===== config.mk =====
export PLATFORM = sky130hd
export DESIGN_NAME = throttle_filter_slew_limiter
export DESIGN_NICKNAME = d
export VERILOG_FILES = /design/src/rtl/tfsl_pkg.sv /design/src/rtl/tfsl_cfg.sv /design/src/rtl/tfsl_ctrl.sv /design/src/rtl/tfsl_dp.sv /design/src/rtl/throttle_filter_slew_limiter.sv
export VERILOG_INCLUDE_DIRS = /design/src /design/src/rtl
export SDC_FILE = /design/constraint.sdc
export NUM_CORES = 2
export LEC_CHECK = 0
export ABC_CLOCK_PERIOD_IN_PS = 22300
export BUFFER_PORTS_ARGS = -buffer_cell sky130_fd_sc_hd__buf_2
export CAP_MARGIN = 20
export CORE_AREA = 3 3 398 400
export CTS_CLUSTER_DIAMETER = 50
export DETAILED_ROUTE_END_ITERATION = 8
export DIE_AREA = 0 0 401 403
export GPL_TIMING_DRIVEN = 0
export PLACE_DENSITY = 0.62
export SLEW_MARGIN = 20
export SYNTH_ARGS = -nofsm -noshare
export SYNTH_HDL_FRONTEND = slang
export SYNTH_SLANG_ARGS = --single-unit

===== constraint.sdc =====
create_clock -name clk_i -period 22.3 [get_ports clk_i]
set_input_delay 4.46 -clock clk_i [delete_from_list [all_inputs] [get_ports clk_i]]
set_output_delay 4.46 -clock clk_i [all_outputs]
set_load 0.05 [all_outputs]

===== src/rtl/assert_macros.svh =====
// ----------------------------------------------------------------------------
// Assertion macros
// Shared concurrent assertion wrappers, clocked on clk_i, off during reset.
// ----------------------------------------------------------------------------
`ifndef ASSERT_MACROS_SVH
`define ASSERT_MACROS_SVH

// Property must hold at every rising edge out of reset.
`define TFSL_ASSERT(lbl, prop) \
  lbl: assert property (@(posedge clk_i) disable iff (!rst_ni) prop) \
    else $error("tfsl assertion failed");

// Condition must never be seen at a rising edge out of reset.
`define TFSL_ASSERT_NEVER(lbl, cond) \
  `TFSL_ASSERT(lbl, !(cond))

`endif


===== src/rtl/tfsl_pkg.sv =====
`timescale 1ns / 1ps
// ----------------------------------------------------------------------------
// tfsl_pkg
// Widths, register map, reset values and shared types of the throttle filter.
// ----------------------------------------------------------------------------
package tfsl_pkg;

  localparam int ADC_BITS  = 12;
  localparam int PWM_BITS  = 12;
  localparam int FRAC_BITS = 16;
  localparam int FILT_W    = ADC_BITS + FRAC_BITS;   // Q12.16 average
  localparam int TIME_W    = 32;
  localparam int DUTY_W    = 32;                     // Q0.32 duty
  localparam int ALPHA_W   = 16;
  localparam int RAMP_W    = 16;
  localparam int IVL_W     = 20;
  localparam int MUL_W     = 32;                     // shared multiplier operands
  localparam int PROD_W    = 2 * MUL_W;
  localparam int TGT_W     = FILT_W + DUTY_W - FRAC_BITS;
  localparam int LIM_W     = TIME_W + RAMP_W;

  localparam int CFG_IDX_W  = 3;
  localparam int CFG_DATA_W = 32;

  localparam logic [DUTY_W-1:0] PWM_MAX = DUTY_W'((64'd1 << PWM_BITS) - 64'd1);

  // register map
  localparam logic [CFG_IDX_W-1:0] CFG_ADC_MIN    = 3'd0;
  localparam logic [CFG_IDX_W-1:0] CFG_ADC_MAX    = 3'd1;
  localparam logic [CFG_IDX_W-1:0] CFG_ALPHA      = 3'd2;
  localparam logic [CFG_IDX_W-1:0] CFG_GAIN       = 3'd3;
  localparam logic [CFG_IDX_W-1:0] CFG_DUTY_CEIL  = 3'd4;
  localparam logic [CFG_IDX_W-1:0] CFG_RAMP_UP    = 3'd5;
  localparam logic [CFG_IDX_W-1:0] CFG_RAMP_DOWN  = 3'd6;
  localparam logic [CFG_IDX_W-1:0] CFG_MAX_IVL    = 3'd7;

  // reset values
  localparam logic [ADC_BITS-1:0] RST_ADC_MIN   = ADC_BITS'(820);
  localparam logic [ADC_BITS-1:0] RST_ADC_MAX   = ADC_BITS'(3450);
  localparam logic [ALPHA_W-1:0]  RST_ALPHA     = 16'd3277;
  localparam logic [DUTY_W-1:0]   RST_GAIN      = 32'd457259;
  localparam logic [DUTY_W-1:0]   RST_DUTY_CEIL = 32'd1202590843;
  localparam logic [RAMP_W-1:0]   RST_RAMP_UP   = 16'd3436;
  localparam logic [RAMP_W-1:0]   RST_RAMP_DOWN = 16'd8590;
  localparam logic [IVL_W-1:0]    RST_MAX_IVL   = 20'd100000;

  typedef struct packed {
    logic [ADC_BITS-1:0] adc_min;
    logic [ADC_BITS-1:0] adc_max;
    logic [ALPHA_W-1:0]  filter_alpha;
    logic [DUTY_W-1:0]   command_gain;
    logic [DUTY_W-1:0]   duty_ceil;
    logic [RAMP_W-1:0]   ramp_up_per_us;
    logic [RAMP_W-1:0]   ramp_down_per_us;
    logic [IVL_W-1:0]    max_interval_us;
  } cfg_t;

  // datapath commands, one per controller step
  typedef enum logic [3:0] {
    OP_NONE,
    OP_LOAD,   // take tick: interval, timestamp, clamped sample
    OP_PAVG,   // average error magnitude and sign
    OP_MAVG,   // error * alpha
    OP_FAVG,   // update average
    OP_PTGT,   // average above zero point
    OP_MTGT,   // excess * gain
    OP_TGT,    // clamp target duty
    OP_STEP,   // direction and distance to target
    OP_MLIM,   // ramp * interval
    OP_DUTY,   // move duty
    OP_CLMP,   // duty ceiling
    OP_MPWM,   // duty * PWM full scale
    OP_OUT     // load result register
  } dp_op_e;

endpackage


===== src/rtl/tfsl_cfg.sv =====
`timescale 1ns / 1ps
// ----------------------------------------------------------------------------
// tfsl_cfg
// Configuration register bank, written by index, no read-back.
// ----------------------------------------------------------------------------
module tfsl_cfg (
  input  logic                               clk_i,
  input  logic                               rst_ni,
  input  logic                               cfg_we_i,
  input  logic [tfsl_pkg::CFG_IDX_W-1:0]     cfg_idx_i,
  input  logic [tfsl_pkg::CFG_DATA_W-1:0]    cfg_wdata_i,
  output tfsl_pkg::cfg_t                     cfg_o
);

  tfsl_pkg::cfg_t cfg_q, cfg_d;

  always_comb begin
    cfg_d = cfg_q;
    if (cfg_we_i) begin
      unique case (cfg_idx_i)
        tfsl_pkg::CFG_ADC_MIN:
          cfg_d.adc_min = cfg_wdata_i[tfsl_pkg::ADC_BITS-1:0];
        tfsl_pkg::CFG_ADC_MAX:
          cfg_d.adc_max = cfg_wdata_i[tfsl_pkg::ADC_BITS-1:0];
        tfsl_pkg::CFG_ALPHA:
          cfg_d.filter_alpha = cfg_wdata_i[tfsl_pkg::ALPHA_W-1:0];
        tfsl_pkg::CFG_GAIN:
          cfg_d.command_gain = cfg_wdata_i[tfsl_pkg::DUTY_W-1:0];
        tfsl_pkg::CFG_DUTY_CEIL:
          cfg_d.duty_ceil = cfg_wdata_i[tfsl_pkg::DUTY_W-1:0];
        tfsl_pkg::CFG_RAMP_UP:
          cfg_d.ramp_up_per_us = cfg_wdata_i[tfsl_pkg::RAMP_W-1:0];
        tfsl_pkg::CFG_RAMP_DOWN:
          cfg_d.ramp_down_per_us = cfg_wdata_i[tfsl_pkg::RAMP_W-1:0];
        tfsl_pkg::CFG_MAX_IVL:
          cfg_d.max_interval_us = cfg_wdata_i[tfsl_pkg::IVL_W-1:0];
        default: cfg_d = cfg_q;
      endcase
    end
  end

  always_ff @(posedge clk_i or negedge rst_ni) begin
    if (!rst_ni) begin
      cfg_q.adc_min          <= tfsl_pkg::RST_ADC_MIN;
      cfg_q.adc_max          <= tfsl_pkg::RST_ADC_MAX;
      cfg_q.filter_alpha     <= tfsl_pkg::RST_ALPHA;
      cfg_q.command_gain     <= tfsl_pkg::RST_GAIN;
      cfg_q.duty_ceil        <= tfsl_pkg::RST_DUTY_CEIL;
      cfg_q.ramp_up_per_us   <= tfsl_pkg::RST_RAMP_UP;
      cfg_q.ramp_down_per_us <= tfsl_pkg::RST_RAMP_DOWN;
      cfg_q.max_interval_us  <= tfsl_pkg::RST_MAX_IVL;
    end else begin
      cfg_q <= cfg_d;
    end
  end

  assign cfg_o = cfg_q;

endmodule


===== src/rtl/tfsl_ctrl.sv =====
`timescale 1ns / 1ps
// ----------------------------------------------------------------------------
// tfsl_ctrl
// Step sequencer: one datapath op per cycle, stalls at OUT; owns out valid.
// ----------------------------------------------------------------------------
`include "assert_macros.svh"

module tfsl_ctrl (
  input  logic             clk_i,
  input  logic             rst_ni,
  input  logic             in_valid_i,
  output logic             in_ready_o,
  output logic             out_valid_o,
  input  logic             out_ready_i,
  input  logic             skip_i,
  output tfsl_pkg::dp_op_e op_o
);

  localparam logic [3:0] ST_IDLE = 4'd0;
  localparam logic [3:0] ST_PAVG = 4'd1;
  localparam logic [3:0] ST_MAVG = 4'd2;
  localparam logic [3:0] ST_FAVG = 4'd3;
  localparam logic [3:0] ST_PTGT = 4'd4;
  localparam logic [3:0] ST_MTGT = 4'd5;
  localparam logic [3:0] ST_TGT  = 4'd6;
  localparam logic [3:0] ST_STEP = 4'd7;
  localparam logic [3:0] ST_MLIM = 4'd8;
  localparam logic [3:0] ST_DUTY = 4'd9;
  localparam logic [3:0] ST_CLMP = 4'd10;
  localparam logic [3:0] ST_MPWM = 4'd11;
  localparam logic [3:0] ST_OUT  = 4'd12;

  logic [3:0] state_q, state_d;
  logic       out_valid_q, out_valid_d;
  logic       out_free;

  assign out_free = !out_valid_q || out_ready_i;

  always_comb begin
    state_d    = state_q;
    op_o       = tfsl_pkg::OP_NONE;
    in_ready_o = 1'b0;
    unique case (state_q)
      ST_IDLE: begin
        in_ready_o = 1'b1;
        if (in_valid_i) begin
          op_o = tfsl_pkg::OP_LOAD;
          if (!skip_i) begin
            state_d = ST_PAVG;
          end
        end
      end
      ST_PAVG: begin
        op_o    = tfsl_pkg::OP_PAVG;
        state_d = ST_MAVG;
      end
      ST_MAVG: begin
        op_o    = tfsl_pkg::OP_MAVG;
        state_d = ST_FAVG;
      end
      ST_FAVG: begin
        op_o    = tfsl_pkg::OP_FAVG;
        state_d = ST_PTGT;
      end
      ST_PTGT: begin
        op_o    = tfsl_pkg::OP_PTGT;
        state_d = ST_MTGT;
      end
      ST_MTGT: begin
        op_o    = tfsl_pkg::OP_MTGT;
        state_d = ST_TGT;
      end
      ST_TGT: begin
        op_o    = tfsl_pkg::OP_TGT;
        state_d = ST_STEP;
      end
      ST_STEP: begin
        op_o    = tfsl_pkg::OP_STEP;
        state_d = ST_MLIM;
      end
      ST_MLIM: begin
        op_o    = tfsl_pkg::OP_MLIM;
        state_d = ST_DUTY;
      end
      ST_DUTY: begin
        op_o    = tfsl_pkg::OP_DUTY;
        state_d = ST_CLMP;
      end
      ST_CLMP: begin
        op_o    = tfsl_pkg::OP_CLMP;
        state_d = ST_MPWM;
      end
      ST_MPWM: begin
        op_o    = tfsl_pkg::OP_MPWM;
        state_d = ST_OUT;
      end
      ST_OUT: begin
        // wait here until the result register is free
        if (out_free) begin
          op_o    = tfsl_pkg::OP_OUT;
          state_d = ST_IDLE;
        end
      end
      default: state_d = ST_IDLE;
    endcase
  end

  always_comb begin
    out_valid_d = out_valid_q;
    priority if (op_o == tfsl_pkg::OP_OUT) begin
      out_valid_d = 1'b1;
    end else if (out_ready_i) begin
      out_valid_d = 1'b0;
    end
  end

  always_ff @(posedge clk_i or negedge rst_ni) begin
    if (!rst_ni) begin
      state_q     <= ST_IDLE;
      out_valid_q <= 1'b0;
    end else begin
      state_q     <= state_d;
      out_valid_q <= out_valid_d;
    end
  end

  assign out_valid_o = out_valid_q;

  `TFSL_ASSERT(a_out_load_sets_valid, (op_o == tfsl_pkg::OP_OUT) |=> out_valid_q)
  `TFSL_ASSERT(a_live_tick_starts, (op_o == tfsl_pkg::OP_LOAD) && !skip_i |=> state_q == ST_PAVG)
  `TFSL_ASSERT(a_valid_from_out_step, $rose(out_valid_q) |-> $past(state_q == ST_OUT))

endmodule


===== src/rtl/tfsl_dp.sv =====
`timescale 1ns / 1ps
// ----------------------------------------------------------------------------
// tfsl_dp
// Filter and slew datapath around one shared 32x32 multiplier.
// ----------------------------------------------------------------------------
`include "assert_macros.svh"

module tfsl_dp (
  input  logic                               clk_i,
  input  logic                               rst_ni,
  input  tfsl_pkg::dp_op_e                   op_i,
  input  tfsl_pkg::cfg_t                     cfg_i,
  input  logic [tfsl_pkg::TIME_W-1:0]        time_us_i,
  input  logic [tfsl_pkg::ADC_BITS-1:0]      adc_sample_i,
  output logic                               skip_o,
  output logic [tfsl_pkg::PWM_BITS-1:0]      pwm_level_o,
  output logic [tfsl_pkg::DUTY_W-1:0]        duty_fraction_o
);

  // model state
  logic [tfsl_pkg::TIME_W-1:0]   last_q, last_d;
  logic [tfsl_pkg::FILT_W-1:0]   filt_q, filt_d;
  logic [tfsl_pkg::DUTY_W-1:0]   duty_q, duty_d;

  // per-tick working registers
  logic [tfsl_pkg::TIME_W-1:0]   dt_q, dt_d;
  logic [tfsl_pkg::ADC_BITS-1:0] samp_q, samp_d;
  logic [tfsl_pkg::FILT_W-1:0]   diff_q, diff_d;
  logic                          up_q, up_d;
  logic                          pos_q, pos_d;
  logic                          rise_q, rise_d;
  logic [tfsl_pkg::DUTY_W-1:0]   tgt_q, tgt_d;
  logic [tfsl_pkg::DUTY_W-1:0]   step_q, step_d;
  logic [tfsl_pkg::PROD_W-1:0]   prod_q, prod_d;
  logic [tfsl_pkg::PWM_BITS-1:0] pwm_q, pwm_d;
  logic [tfsl_pkg::DUTY_W-1:0]   dfrac_q, dfrac_d;

  logic [tfsl_pkg::TIME_W-1:0]   dt_now;
  logic [tfsl_pkg::ADC_BITS-1:0] samp_cl;
  logic [tfsl_pkg::FILT_W-1:0]   goal, zero_pt, avg_inc, avg_dec;
  logic [tfsl_pkg::TGT_W-1:0]    tgt_raw;
  logic [tfsl_pkg::LIM_W-1:0]    lim;
  logic [tfsl_pkg::DUTY_W-1:0]   move;
  logic [tfsl_pkg::MUL_W-1:0]    mul_a, mul_b;
  logic [tfsl_pkg::PROD_W-1:0]   mul_p;

  assign dt_now = time_us_i - last_q;
  assign skip_o = (dt_now == '0) ||
                  (dt_now > tfsl_pkg::TIME_W'(cfg_i.max_interval_us));

  // inverted window: low bound checked first, all samples at or above it get the high bound
  always_comb begin
    priority if (adc_sample_i < cfg_i.adc_min) begin
      samp_cl = cfg_i.adc_min;
    end else if (adc_sample_i > cfg_i.adc_max) begin
      samp_cl = cfg_i.adc_max;
    end else begin
      samp_cl = adc_sample_i;
    end
  end

  assign goal    = {samp_q, {tfsl_pkg::FRAC_BITS{1'b0}}};
  assign zero_pt = {cfg_i.adc_min, {tfsl_pkg::FRAC_BITS{1'b0}}};
  // downward step rounds toward minus infinity: ceil of the magnitude
  assign avg_inc = prod_q[tfsl_pkg::FRAC_BITS +: tfsl_pkg::FILT_W];
  assign avg_dec = avg_inc + tfsl_pkg::FILT_W'(|prod_q[tfsl_pkg::FRAC_BITS-1:0]);
  assign tgt_raw = prod_q[tfsl_pkg::FRAC_BITS +: tfsl_pkg::TGT_W];
  assign lim     = prod_q[tfsl_pkg::LIM_W-1:0];
  assign move    = (tfsl_pkg::LIM_W'(step_q) < lim) ? step_q
                                                    : lim[tfsl_pkg::DUTY_W-1:0];

  // shared multiplier operand select
  always_comb begin
    unique case (op_i)
      tfsl_pkg::OP_MAVG: begin
        mul_a = tfsl_pkg::MUL_W'(diff_q);
        mul_b = tfsl_pkg::MUL_W'(cfg_i.filter_alpha);
      end
      tfsl_pkg::OP_MTGT: begin
        mul_a = tfsl_pkg::MUL_W'(diff_q);
        mul_b = cfg_i.command_gain;
      end
      tfsl_pkg::OP_MLIM: begin
        mul_a = dt_q;
        mul_b = rise_q ? tfsl_pkg::MUL_W'(cfg_i.ramp_up_per_us)
                       : tfsl_pkg::MUL_W'(cfg_i.ramp_down_per_us);
      end
      default: begin
        mul_a = duty_q;
        mul_b = tfsl_pkg::PWM_MAX;
      end
    endcase
  end

  assign mul_p = mul_a * mul_b;

  always_comb begin
    last_d  = last_q;
    filt_d  = filt_q;
    duty_d  = duty_q;
    dt_d    = dt_q;
    samp_d  = samp_q;
    diff_d  = diff_q;
    up_d    = up_q;
    pos_d   = pos_q;
    rise_d  = rise_q;
    tgt_d   = tgt_q;
    step_d  = step_q;
    prod_d  = prod_q;
    pwm_d   = pwm_q;
    dfrac_d = dfrac_q;
    unique case (op_i)
      tfsl_pkg::OP_LOAD: begin
        last_d = time_us_i;
        dt_d   = dt_now;
        samp_d = samp_cl;
      end
      tfsl_pkg::OP_PAVG: begin
        up_d   = goal >= filt_q;
        diff_d = (goal >= filt_q) ? goal - filt_q : filt_q - goal;
      end
      tfsl_pkg::OP_MAVG, tfsl_pkg::OP_MTGT, tfsl_pkg::OP_MLIM,
      tfsl_pkg::OP_MPWM: begin
        prod_d = mul_p;
      end
      tfsl_pkg::OP_FAVG: begin
        filt_d = up_q ? filt_q + avg_inc : filt_q - avg_dec;
      end
      tfsl_pkg::OP_PTGT: begin
        pos_d  = filt_q > zero_pt;
        diff_d = filt_q - zero_pt;
      end
      tfsl_pkg::OP_TGT: begin
        priority if (!pos_q) begin
          tgt_d = '0;
        end else if (tgt_raw > tfsl_pkg::TGT_W'(cfg_i.duty_ceil)) begin
          tgt_d = cfg_i.duty_ceil;
        end else begin
          tgt_d = tgt_raw[tfsl_pkg::DUTY_W-1:0];
        end
      end
      tfsl_pkg::OP_STEP: begin
        rise_d = duty_q < tgt_q;
        step_d = (duty_q < tgt_q) ? tgt_q - duty_q : duty_q - tgt_q;
      end
      tfsl_pkg::OP_DUTY: begin
        duty_d = rise_q ? duty_q + move : duty_q - move;
      end
      tfsl_pkg::OP_CLMP: begin
        duty_d = (duty_q > cfg_i.duty_ceil) ? cfg_i.duty_ceil : duty_q;
      end
      tfsl_pkg::OP_OUT: begin
        pwm_d   = prod_q[tfsl_pkg::DUTY_W +: tfsl_pkg::PWM_BITS];
        dfrac_d = duty_q;
      end
      default: begin
        last_d = last_q;
      end
    endcase
  end

  always_ff @(posedge clk_i or negedge rst_ni) begin
    if (!rst_ni) begin
      last_q <= '0;
      filt_q <= '0;
      duty_q <= '0;
    end else begin
      last_q <= last_d;
      filt_q <= filt_d;
      duty_q <= duty_d;
    end
  end

  always_ff @(posedge clk_i) begin
    dt_q    <= dt_d;
    samp_q  <= samp_d;
    diff_q  <= diff_d;
    up_q    <= up_d;
    pos_q   <= pos_d;
    rise_q  <= rise_d;
    tgt_q   <= tgt_d;
    step_q  <= step_d;
    prod_q  <= prod_d;
    pwm_q   <= pwm_d;
    dfrac_q <= dfrac_d;
  end

  assign pwm_level_o     = pwm_q;
  assign duty_fraction_o = dfrac_q;

  `TFSL_ASSERT(a_duty_under_ceiling, (op_i == tfsl_pkg::OP_CLMP) |=> duty_q <= $past(cfg_i.duty_ceil))
  `TFSL_ASSERT(a_duty_no_overshoot, (op_i == tfsl_pkg::OP_DUTY) |=> (rise_q ? duty_q <= tgt_q : duty_q >= tgt_q))

endmodule


===== src/rtl/throttle_filter_slew_limiter.sv =====
`timescale 1ns / 1ps
// Each live tick is walked by the step sequencer through one shared 32x32
// multiplier (four products a tick) before out_valid_o rises; a new tick is
// taken only once the previous result is loaded into the result register.
// A dropped tick (zero or too long interval) saves its time and gives no result.
// Reset: async active low; model state to zero, config registers to defaults.
// ----------------------------------------------------------------------------
// throttle_filter_slew_limiter
// Throttle sample average, linear duty map and asymmetric slew limit.
// ----------------------------------------------------------------------------
module throttle_filter_slew_limiter (
  input  logic                               clk_i,
  input  logic                               rst_ni,
  // tick input
  input  logic                               in_valid_i,
  output logic                               in_ready_o,
  input  logic [tfsl_pkg::TIME_W-1:0]        time_us_i,
  input  logic [tfsl_pkg::ADC_BITS-1:0]      adc_sample_i,
  // result output
  output logic                               out_valid_o,
  input  logic                               out_ready_i,
  output logic [tfsl_pkg::PWM_BITS-1:0]      pwm_level_o,
  output logic [tfsl_pkg::DUTY_W-1:0]        duty_fraction_o,
  // register writes
  input  logic                               cfg_we_i,
  input  logic [tfsl_pkg::CFG_IDX_W-1:0]     cfg_idx_i,
  input  logic [tfsl_pkg::CFG_DATA_W-1:0]    cfg_wdata_i
);

  tfsl_pkg::cfg_t   cfg;
  tfsl_pkg::dp_op_e op;
  logic             skip;

  // Register bank. Writes are expected only while no tick is in flight.
  tfsl_cfg u_cfg (
    .clk_i       (clk_i),
    .rst_ni      (rst_ni),
    .cfg_we_i    (cfg_we_i),
    .cfg_idx_i   (cfg_idx_i),
    .cfg_wdata_i (cfg_wdata_i),
    .cfg_o       (cfg)
  );

  // Sequencer: ready only in idle. A tick transfer always stores the new
  // timestamp; if the interval is out of range it stays idle, otherwise it
  // steps average -> target -> slew -> PWM scale, then waits for the result
  // register to free up. The result register lets the next tick transfer
  // while the previous result is still pending downstream.
  tfsl_ctrl u_ctrl (
    .clk_i       (clk_i),
    .rst_ni      (rst_ni),
    .in_valid_i  (in_valid_i),
    .in_ready_o  (in_ready_o),
    .out_valid_o (out_valid_o),
    .out_ready_i (out_ready_i),
    .skip_i      (skip),
    .op_o        (op)
  );

  // Datapath: interval and clamp on transfer, then one register stage after
  // every product. Average Q12.16, duty Q0.32, PWM level = duty * full scale
  // taken from the upper product word.
  tfsl_dp u_dp (
    .clk_i           (clk_i),
    .rst_ni          (rst_ni),
    .op_i            (op),
    .cfg_i           (cfg),
    .time_us_i       (time_us_i),
    .adc_sample_i    (adc_sample_i),
    .skip_o          (skip),
    .pwm_level_o     (pwm_level_o),
    .duty_fraction_o (duty_fraction_o)
  );

endmodule

======== After elaboration in Yosys (flattened, before gate mapping) ========
Index checks and enable logic that the tools add are counted.
cells by class
  $add $sub $neg .......................... 11
  multipliers ............................. 1
  order comparisons ....................... 9
  eq/ne operators ......................... 36
  muxes and demuxes ....................... 24
  reductions and logical operators ........ 22
operators by type and width
  kind                  count
  $mux W32              5
  $pmux W32 S2          2
  $sub A32 B32 Y32      4
  $sub A28 B28 Y28      4
  $pmux W4 S13          2
  $pmux W32 S3          1
  $mul A32 B32 Y60      1
  $mux W28              2
  $pmux W28 S2          1
  $lt A32 B48 Y1        1
  $eq A4 B4 Y1 const B  11
  $gt A44 B32 Y1        1
  $add A32 B32 Y32      1
  $eq A4 B3 Y1 const B  8
  $gt A32 B20 Y1        1
  $gt A32 B32 Y1        1
  $logic_not A32 Y1     1
  $lt A32 B32 Y1        1
  $add A28 B1 Y28       1
  $add A28 B28 Y28      1
  $ge A28 B28 Y1        1
  $gt A28 B28 Y1        1
  $mux W12              2
  $reduce_and A2 Y1     9
  other kinds (21)      40
word-level totals
  flip-flop bits (word level) ............. 496
  input bits .............................. 84
  output and inout port bits .............. 46
  logic and storage cells ................. 127

======== Depth between registers and ports, before layout ========
  depth in word-level cells ............... 8
  depth in mapped cells ................... 37
  mapped depth without buffers ............ 32

======== Cells and area by module ========
A second synthesis with hierarchy kept.
second synthesis, totals
  cell total of the unflattened synthesis .. 7208
  area, all modules ....................... 66927.9 sq um
modules (own cells, without submodules)
  module     instances  cells an instance  area an instance (sq um)  sequential area each (sq um)
  tfsl_dp    1          6835               60397.9                   9599.2
  tfsl_cfg   1          339                6206.0                    3988.8
  tfsl_ctrl  1          34                 324.1                     125.1

======== Least setup slack after synthesis ========
Ideal clock, no wire load.
  path type ............................... reg2reg
  start ................................... register u_ctrl.state_q[3]
  end ..................................... register u_dp.prod_q[59] (netlist name), data pin
  setup time .............................. 0.262 ns
  arrival time ............................ 8.967 ns
  data required time ...................... 22.038 ns
  slack ................................... 13.071 ns
  cell stages (with the launch flop) ...... 36
  buffers on the path ..................... 4
  period minus slack after synthesis ...... 9.229 ns
  path through ............................ dfrtp_1 > nand2b_1 > nor2_1 > or2_2 > clkbuf_1 > clkbuf_1 > clkbuf_1 > a22oi_1 > nand2_1 > a21boi_1 > nand2_1 > fa_1 > inv_1 > fa_1 > inv_1 > fa_1 > fa_1 > inv_1 > fa_1 > fa_1 > inv_1 > fa_1 > fa_1 > inv_1 > ha_1 > clkbuf_1 > nand4_1 > nor3_1 > inv_1 > a2111oi_0 > o211ai_1 > nand3_1 > a21oi_1 > o311a_1 > nor3_1 > xnor2_1
between the ends
  cells in the longest elaborated chain, start to end .. 6
  elaborated cells on any way between the ends .. 21
  classes of those cells .................. mul: 1; eq/ne: 15; mux: 3; reduce/logical: 2
ends and longest elaborated chain
  element                                              line              source
  from (decl)                                          tfsl_ctrl.sv:33   logic [3:0] state_q, state_d;
  from (signal assigned)                               tfsl_ctrl.sv:122  state_q <= state_d;
  $eq A4 B4 Y1 (tied with other cells)                 tfsl_ctrl.sv:43   unique case (state_q)
  $pmux W4 S13 *                                       tfsl_ctrl.sv:43
  $eq A4 B2 Y1 / $eq A4 B3 Y1 (equally long branches)  tfsl_dp.sv:74     unique case (op_i)
  $reduce_or A2 Y1 (no source line)                    n/a
  $pmux W32 S2                                         tfsl_dp.sv:74
  $mul A32 B32 Y60 *                                   tfsl_dp.sv:95     assign mul_p = mul_a * mul_b;
  via u_dp.mul_p (one bit)                             tfsl_dp.sv:45     logic [tfsl_pkg::PROD_W-1:0] mul_p;
  to (signal assigned)                                 tfsl_dp.sv:183    prod_q <= prod_d;
  to (decl)                                            tfsl_dp.sv:34     logic [tfsl_pkg::PROD_W-1:0] prod_q, prod_d;
Mark *: on every way through the listed nets, which the timed path passes. The rest lies on a longest branch.
A chain may end at the register's enable or synchronous reset.

======== Final worst setup path ========
  start ................................... register u_ctrl.state_q[3]
  end ..................................... register u_dp.prod_q[47] (netlist name), data pin
The elaborated chain is that of the path after synthesis.

==> flow_summary.ini <==
[worst_setup_path]
r2r_setup_slack_ps = 8630
crit_type = register to register
critical_path.endpoint_type = register
timing.critical_path.mode_cell = sky130_fd_sc_hd__fa_1
critical_path.startpoint_type = register
timing.critical_path.slowest_cell_delay_ps = 880
cpMaxStageDelayCell = sky130_fd_sc_hd__a31oi_1
timing.critical_path.depth = 29
cp_top_family = compound AO/OA/AOI/OAI gates
worst-endpoint-required_ps = 22710
cp.buffers_inverters = 5
r2r_cells = 29
worstPathMaxFanout = 10
worst-endpoint-arrival_ps = 14080

[timing]
final_critical_path_share_of_the_clock_period_pct = 61.3
totalNegativeSetupSlack_ps = 0
setup_viol = 0
min_period_ps = 13670
fmax_mhz = 73.2
fin_hold_ws_ps = 490
timing.final.max_slew_violations = 0
relSlewSlack_pct = 14.2
worst_slew_pin_slew_ps = 1290
grt_setup_unrepaired = false
timing.clock.skew_ps = 34.8
timing.final.hold_violations = 0

[synth]
yosys_warnings = 0
postSynth.asyncResetShare_pct = 51.0
post_synth_instance_area_um2 = 66600
synth_edf_count = 243
biggest_area_consumer_among_synthesized_cells = sky130_fd_sc_hd__fa_1
sequential_share_of_the_synthesized_area_pct = 20.6
synth_ff_type = sky130_fd_sc_hd__edfxtp_1
yosys_register_bits = 496
synth.top_cells.by_area = sky130_fd_sc_hd__fa_1 27%, sky130_fd_sc_hd__ha_1 12%, sky130_fd_sc_hd__edfxtp_1 11%
yosysUniqueCellTypes = 89
netlist.area_leader.share_pct = 27.1
syn-mean-instance-area_um2 = 9.18
synth_cells = 7248

[die]
floorplan.core_area_um2 = 156000
die_x_um = 401
pin_count = 130
placement_rows = 145
floorplan.initialDensity_pct = 42.8
die_height_um = 403
die-area_um2 = 162000

[status]
status = finished, final reports clean

[final_layout]
layout.cells.most_common_list = 1,196 x sky130_fd_sc_hd__inv_1, 900 x sky130_fd_sc_hd__fa_1, 746 x sky130_fd_sc_hd__nand2_1, 727 x sky130_fd_sc_hd__nor2_1, 612 x sky130_fd_sc_hd__ha_1
final_core_utilization_pct = 47.1
layout_cells_sized_above_1_pct = 7.61
fillers = 15100
area_growth_syn_to_layout_pct = 10.1
layout_commonest_cell = sky130_fd_sc_hd__inv_1
design.final.nets = 9144

[routing]
total_routed_wirelength_um = 272000
vias = 55900
antenna_violating_nets_post_route = 0
first_iter_violations = 5759
detail_route.wl_per_cell_um = 28.1
drc_errors = 0
vias_per_cell = 5.77
drt_pass1_iterations = 6

[clock_network]
cts-hold-fix-buffers = 0
htreeDepth = 3
insertion_delay_ps = 690
cts.sink_count = 496
worst_setup_hold_path_clk_slew_ps = 60
cts_setup_buffers = 0
clockRootBuffer = sky130_fd_sc_hd__clkbuf_16
numCtsBuffers = 73
clock_tree_from_tritoncts = yes
cts_resized = 0
max-clock-path-buffers = 3

[grt]
grt_max_degree = 97
grt_first_pass_wirelength_um = 391000
grt_pass1_vias = 56200
grt_antenna_before_repair = 22
grt_usage_pct = 33.5
globalRouteOverflowTotal = 0

[placement]
gp_congestion = 1.06
portBuffers = 126
detailed_place_hpwl_um = 228000

[min_path]
hold_path_depth = 2
timing.hold.worst.class = register to register

[run]
drv.max_cap_violation_count = 0
## path summary, 6_finish.rpt
kind	startpoint	to
setup reg to reg	u_ctrl.state_q[3]	u_dp.prod_q[47]
hold reg to reg	u_dp.last_q[0]	u_dp.last_q[0]
setup / recovery	u_ctrl.state_q[3]	u_dp.prod_q[47]
min in group asynchronous	rst_ni	u_dp.last_q[26]
hold / removal	u_dp.last_q[0]	u_dp.last_q[0]
max in group asynchronous	rst_ni	u_cfg.cfg_o[55]
## routing by layer
layer,GRT usage [%],part of all wire (%)
met2,51.3,44
met1,45.0,41
met4,15.9,5.7
met5,0,0.013
met3,7.79,9.8
## synth_stat cells, types with 18 or more instances
cell type / n
sky130_fd_sc_hd__inv_1: 1196
sky130_fd_sc_hd__nor2_1: 729
sky130_fd_sc_hd__nand2b_1: 55
sky130_fd_sc_hd__nor2b_1: 65
sky130_fd_sc_hd__a31oi_1: 36
sky130_fd_sc_hd__or4_1: 18
sky130_fd_sc_hd__mux2_2: 125
sky130_fd_sc_hd__o21ai_0: 268
sky130_fd_sc_hd__buf_1: 31
sky130_fd_sc_hd__and2_1: 56
sky130_fd_sc_hd__mux2i_1: 120
sky130_fd_sc_hd__a21o_1: 147
sky130_fd_sc_hd__xor2_1: 66
sky130_fd_sc_hd__nor3_1: 81
sky130_fd_sc_hd__nor4_1: 22
sky130_fd_sc_hd__or3_1: 31
sky130_fd_sc_hd__ha_1: 612
sky130_fd_sc_hd__edfxtp_1: 243
sky130_fd_sc_hd__fa_1: 900
sky130_fd_sc_hd__or2_2: 21
sky130_fd_sc_hd__nand3_1: 102
sky130_fd_sc_hd__o21ai_1: 19
sky130_fd_sc_hd__clkbuf_1: 262
sky130_fd_sc_hd__o31ai_1: 34
sky130_fd_sc_hd__nand4_1: 43
sky130_fd_sc_hd__a21oi_1: 303
sky130_fd_sc_hd__dfstp_2: 68
sky130_fd_sc_hd__o21bai_1: 35
sky130_fd_sc_hd__a211oi_1: 51
sky130_fd_sc_hd__o21a_1: 39
sky130_fd_sc_hd__dfrtp_1: 185
sky130_fd_sc_hd__a22oi_1: 42
sky130_fd_sc_hd__nand2_1: 746
sky130_fd_sc_hd__a21boi_0: 26
sky130_fd_sc_hd__o211ai_1: 35
sky130_fd_sc_hd__and3_1: 39
sky130_fd_sc_hd__xnor2_1: 168
## area by class of cell
cell class	instances	area, µm²	area share (%)
multi-input combinational	5304	47600	64.9
sequential	496	13700	18.7
inverter	1198	4500	6.14
tap	2058	2570	3.51
clock buffer	85	1910	2.61
timing repair buffer	173	1250	1.70
buffer	302	1150	1.57
clock inverter	50	581	0.792
antenna	11	27.5	0.0376
## metrics by stage
step / cell area, µm² / setup WS, ps / std cells
floorplan: 66700 / 13070 / 7300
global placement: 70000 / 8250 / 9484
detailed placement: 70700 / 9340 / 9530
CTS: 73200 / 9280 / 9665
global route: 73300 / 8560 / 9670
finish: 73300 / 8630 / 9677
## worst register-to-register path: cells and delay by family (launching register included)
kind | cells | cell delay, ps
AOI/OAI and AO/OA | 10 | 5400
adders and majority gates | 9 | 3660
buffers and inverters | 5 | 2060
DFF | 1 | 450
and+or+nand+nor | 5 | 1810
## cell families after synthesis
group / share of synthesized area (%)
AO/OA/AOI/OAI: 11.7
XOR/XNOR: 3.11
adder cells (fa/ha/maj): 38.6
buffers and inverters: 8.48
flip-flops: 20.6
multiplexers: 3.95
other: 0.0113
AND/OR/NAND/NOR: 13.5
## state kept, by name, summed over array words and instances, names as in the netlist
| name | flops |
|---|---|
| u_ctrl.out_valid_o | 1 |
| u_dp.step_q | 32 |
| u_ctrl.state_q | 4 |
| u_dp.filt_q | 28 |
| u_dp.last_q | 32 |
| u_dp.tgt_q | 32 |
| u_dp.diff_q | 28 |
| u_dp.prod_q | 60 |
| u_dp.dt_q | 32 |
| u_dp.up_q | 1 |
| u_dp.duty_q | 32 |
| u_dp.samp_q | 12 |
| u_dp.pos_q | 1 |
| u_dp.pwm_level_o | 12 |
| u_dp.duty_fraction_o | 32 |
| u_cfg.cfg_o | 156 |
| u_dp.rise_q | 1 |
Power is not shown: default switching activity piles up to over one toggle a cycle in this logic, so the estimate is an artifact.
